`config.mk`:
```
export PLATFORM = sky130hd
export DESIGN_NAME = mfek_ctrl
export DESIGN_NICKNAME = d
export VERILOG_FILES = /design/src/design/mfek_pkg.sv /design/src/design/mfek_ctrl.sv
export SDC_FILE = /design/constraint.sdc
export NUM_CORES = 1
export LEC_CHECK = 0
export ABC_CLOCK_PERIOD_IN_PS = 4500
export BUFFER_PORTS_ARGS = -buffer_cell sky130_fd_sc_hd__buf_2
export CAP_MARGIN = 20
export CORE_MARGIN = 2
export CORE_UTILIZATION = 57
export CTS_CLUSTER_DIAMETER = 150
export CTS_CLUSTER_SIZE = 8
export DETAILED_ROUTE_END_ITERATION = 12
export GPL_TIMING_DRIVEN = 0
export PLACE_DENSITY = 0.9
export SLEW_MARGIN = 10
export SYNTH_ARGS = -nofsm -noshare
export SYNTH_HDL_FRONTEND = slang
export SYNTH_SLANG_ARGS = --single-unit
```
`constraint.sdc`:
```
create_clock -name clk -period 4.5 [get_ports clk]
set_input_delay 0.9 -clock clk [delete_from_list [all_inputs] [get_ports clk]]
set_output_delay 0.9 -clock clk [all_outputs]
set_load 0.01 [all_outputs]
```
`src/design/mfek_pkg.sv`:
```
// Shared types and constants for the Edmonds-Karp maximum flow block.
// Used by mfek_ctrl, mfek_dp and max_flow_edmonds_karp; depends on nothing.
`timescale 1ns / 1ps
`default_nettype none
package mfek_pkg;

  localparam int unsigned FLOW_W = 20;
  localparam int unsigned VIDX_W = 4;
  localparam int unsigned CAP_W = 16;
  localparam int unsigned CFG_IDX_W = 2;
  localparam int unsigned CFG_DATA_W = 5;

  localparam logic [CFG_IDX_W-1:0] REG_VERTEX_COUNT = 2'd0;
  localparam logic [CFG_IDX_W-1:0] REG_SOURCE = 2'd1;
  localparam logic [CFG_IDX_W-1:0] REG_SINK = 2'd2;

  typedef enum logic [3:0] {
    CMD_NOP,
    CMD_LOAD,
    CMD_CLR,
    CMD_INIT,
    CMD_BFS_START,
    CMD_DEQ,
    CMD_U,
    CMD_RD,
    CMD_CHK,
    CMD_W1_INIT,
    CMD_RDFWD,
    CMD_MIN,
    CMD_W2_INIT,
    CMD_SUB,
    CMD_ADD,
    CMD_EMIT
  } cmd_t;

  typedef struct packed {
    logic q_empty;
    logic v_end;
    logic found;
    logic walk_end;
    logic bad;
    logic clr_last;
    logic out_busy;
  } status_t;

endpackage
`default_nettype wire

```
`src/design/mfek_ctrl.sv`:
```
// Controller of the maximum flow block: sequences loading, breadth-first
// search, path walks, result and matrix clearing. Depends on mfek_pkg.
`timescale 1ns / 1ps
`default_nettype none
module mfek_ctrl (
  input  wire                clk,
  input  wire                rst_n,
  input  wire                in_valid,
  input  wire                in_last,
  output logic               in_ready,
  input  mfek_pkg::status_t  status,
  output mfek_pkg::cmd_t     cmd
);

  typedef enum logic [4:0] {
    S_CLR, S_IDLE, S_INIT, S_BFS, S_DEQ, S_U, S_RD, S_CHK,
    S_W1, S_P1, S_F1, S_M1, S_W2, S_P2, S_F2, S_SUB, S_ADD, S_DONE
  } state_t;

  state_t state_r;
  state_t state_nxt;

  assign in_ready = state_r == S_IDLE;

  always_comb begin
    state_nxt = state_r;
    cmd = mfek_pkg::CMD_NOP;
    unique case (state_r)
      S_CLR: begin
        cmd = mfek_pkg::CMD_CLR;
        if (status.clr_last) state_nxt = S_IDLE;
      end
      S_IDLE: begin
        if (in_valid) begin
          cmd = mfek_pkg::CMD_LOAD;
          if (in_last) state_nxt = S_INIT;
        end
      end
      S_INIT: begin
        cmd = mfek_pkg::CMD_INIT;
        state_nxt = status.bad ? S_DONE : S_BFS;
      end
      S_BFS: begin
        cmd = mfek_pkg::CMD_BFS_START;
        state_nxt = S_DEQ;
      end
      S_DEQ: begin
        if (status.q_empty) begin
          state_nxt = S_DONE;
        end else begin
          cmd = mfek_pkg::CMD_DEQ;
          state_nxt = S_U;
        end
      end
      S_U: begin
        cmd = mfek_pkg::CMD_U;
        state_nxt = S_RD;
      end
      S_RD: begin
        if (status.v_end) begin
          state_nxt = S_DEQ;
        end else begin
          cmd = mfek_pkg::CMD_RD;
          state_nxt = S_CHK;
        end
      end
      S_CHK: begin
        cmd = mfek_pkg::CMD_CHK;
        state_nxt = status.found ? S_W1 : S_RD;
      end
      S_W1: begin
        cmd = mfek_pkg::CMD_W1_INIT;
        state_nxt = S_P1;
      end
      S_P1: begin
        state_nxt = status.walk_end ? S_W2 : S_F1;
      end
      S_F1: begin
        cmd = mfek_pkg::CMD_RDFWD;
        state_nxt = S_M1;
      end
      S_M1: begin
        cmd = mfek_pkg::CMD_MIN;
        state_nxt = S_P1;
      end
      S_W2: begin
        cmd = mfek_pkg::CMD_W2_INIT;
        state_nxt = S_P2;
      end
      S_P2: begin
        state_nxt = status.walk_end ? S_BFS : S_F2;
      end
      S_F2: begin
        cmd = mfek_pkg::CMD_RDFWD;
        state_nxt = S_SUB;
      end
      S_SUB: begin
        cmd = mfek_pkg::CMD_SUB;
        state_nxt = S_ADD;
      end
      S_ADD: begin
        cmd = mfek_pkg::CMD_ADD;
        state_nxt = S_P2;
      end
      S_DONE: begin
        if (!status.out_busy) begin
          cmd = mfek_pkg::CMD_EMIT;
          state_nxt = S_CLR;
        end
      end
      default: state_nxt = S_CLR;
    endcase
  end

  always_ff @(posedge clk) begin
    if (!rst_n) begin
      state_r <= S_CLR;
    end else begin
      state_r <= state_nxt;
    end
  end

endmodule
`default_nettype wire

```
==> reports/metrics.cfg <==
[run_status]
outcome=finished clean

[sta]
tightest_slew_ps=480.1
finalClockSkew_ps=4.057
setup-tns-final_ps=0
fmax_mhz=361.4
rsz0062_at_grt=false
setup_violations=0
holdWs_ps=795.2
hold_viol=0
fin_crit_sh=0.6148
max_slew_margin=0.6799
fin_crit_ps=2767
report.final.slew_viol_count=0

[global_routing]
grt_overflow=0
grt_pass1_vias=753
antenna_found_initial=0
grt_usage=0.3122
grt_max_degree=11
grt_pass1_wl_mm=3.387

[logic_synthesis]
syn_area_um2=755.7
synthFlopType=dfxtp_1
ys_seq_area_frac=0.1325
synth_top_area_frac=0.1325
yosys_register_bits=5
synth_area_leaders=dfxtp_1, nor2b_1, a21oi_1
ys_types=41
synthCells=105
syn_nets=116
syn_avg_cell_area_um2=7.197
netlist.top_cell.by_area=dfxtp_1
synth_edf_count=0
synth.most_common_cell=a21oi_1
ys_warn_count=0
async_flop_share=0

[floorplanning]
pin_count=16
core.rowCount=13
dieHeight_um=40.41
fp.coreArea_um2=1269
die_area_um2=1633
fp.dieW_um=40.41
initial_utilization=0.5957

[routing]
ant_nets=0
dr.first_iter.drc_count=77
via_per_inst=6.770
drt_wl_total_mm=2.198
drt_pre_antenna_iters=5
routedWlPerCell_um=15.81
vias=941
drc_errors=0

[pwr]
p_sw_mw=0.1542
combPwrFrac=0.665
seqPwrFrac=0.186
switching_share=0.4642
p_leak_nw=0.3613
internal_power_mw=0.1779
p_clk_frac=0.150
power_density_nw_per_um2=379.1
peakVddDrop_mv=0.2880

[critical_path]
crit_path_frequent_cell=buf_2
critPathCaptureType=output pin
critical_path_class=in -> out
crit_path_max_fanout=4
cpPeakStageDelay_ps=310
startpoint_type=input port
rr_worst_depth=6
crit_arrival_ps=1870
reg2reg_from=state_r[0]
reg2reg_slack_ps=2870
critPathRequiredTime_ps=3600
worstReg2RegEnd=state_r[0]
critical-path-slowest-cell=a211o_1
path_cells=buf_2 -> nand2b_1 -> a211o_1 -> o31a_1 -> o22ai_1 -> buf_2

[finish]
reg_top3=state_r (5)
insertedDiodeCount=0
finalInstanceArea_um2=875.8
layout-drive-gt1-share=0.2742
final_cells=139
finalNetCount=136
top_register=state_r
largest_reg_flops=5
area_growth_syn_to_layout_pct=15.89
nFillCells=110

[clock_network]
cts_tree=done
clk_latency_ps=230
cts.sinks=5
holdBufCountCts=0
cts.path.max_buffers=2
clockRootBuffer=clkbuf_4
cts_buffers=3
cts.repair.resized=0
cts_setup_buffers=0
htreeDepth=1
path_clk_slew_ps=40

[place]
dp_hpwl_mm=1.605
placed_area_um2=849.6
gp_congestion=0.9722
io_buffers=15
dp_cells=135

[hold_path]
min_path_type=reg -> reg
whs_endpoint=state_r[0]
min_from=state_r[0]
hold_depth=4

[job]
maxCapViolations=0

-- cell usage in the layout, fill, tap and decap left out, types with 2 or more instances in the layout --
cell       instances
buf_2             21
a21oi_1            7
nand2_1            6
nor3_1             6
nor2b_1            6
nand3_1            6
nor2_1             5
dfxtp_1            5
nand2b_1           4
a31oi_1            4
buf_6              3
clkbuf_1           3
inv_1              3
o22ai_1            3
o21ai_0            3
nor4b_1            3
o2bb2ai_1          3
o21a_1             3
clkbuf_4           3
a211o_1            2
o31a_1             2
a211oi_1           2
o211ai_1           2
-- power by group through the flow --
stage | Sequential (mW) | Clock (mW) | Combinational, mW
final | 0.0616 | 0.0497 | 0.221
after global routing | 0.0621 | 0.0573 | 0.240
after CTS | 0.0611 | 0.0522 | 0.216
after detailed placement | 0.0618 | 0 | 0.215
after global placement | 0.0612 | 0 | 0.211
after floorplan | 0.0591 | 0 | 0.161
-- critical path: cells and delay by family --
kind / cells / cell delay [ps]
AND/OR/NAND/NOR: 1 / 150
buffers and inverters: 2 / 280
AO/OA/AOI/OAI: 3 / 540
-- cell type report --
cell class | instances | area, um2 | area share
inverters | 3 | 11.26 | 0.01286
repair buffers | 15 | 75.07 | 0.08571
well taps | 15 | 18.77 | 0.02143
multi-input cells | 86 | 573.1 | 0.6543
flip-flops and latches | 5 | 100.1 | 0.1143
plain buffers | 11 | 71.32 | 0.08143
clock buffers | 4 | 26.28 | 0.03000
-- stage by stage --
stage               power, mW  utilization  setup WS, ps
finish                 0.3321       0.6903          1733
global route           0.3598       0.6903          1653
detailed placement     0.2766       0.6696          1757
CTS                    0.3289       0.6903          1752
global placement       0.2720       0.6696          1760
floorplan              0.2201            -          1969
-- layer usage --
| metal | GRT usage | share of wire | wire length, um | vias up |
|---|---|---|---|---|
| met4 | 0.1750 | 0.013 | 29 | 0 |
| met5 | 0 | 0 | 0 | - |
| met3 | 0.03333 | 0.12 | 269 | 6 |
| met2 | 0.4960 | 0.47 | 1038 | 78 |
| met1 | 0.4026 | 0.39 | 860 | 416 |
| li1 | - | - | - | 441 |
-- how the worst max path moves through the flow --
stage | start | endpoint | slack, ps | depth (start not counted)
after floorplan | status[5] | cmd[1] | 1970 | 4
after global placement | status[5] | cmd[1] | 1760 | 6
after detailed placement | status[5] | cmd[1] | 1760 | 6
after CTS | status[5] | cmd[1] | 1750 | 6
after global routing | status[5] | cmd[1] | 1650 | 6
final | status[5] | cmd[1] | 1730 | 6
-- logic make-up (layout without fill, tap and decap cells) --
logic type             Yosys count  after routing  synth area share
buffers and inverters           14             33            0.1093
flip-flops                       5              5            0.1325
AND/OR/NAND/NOR                 46             46            0.3659
AO/OA/AOI/OAI                   39             39            0.3775
multiplexers                     1              1           0.01490
(Power assumes the default switching activity.)
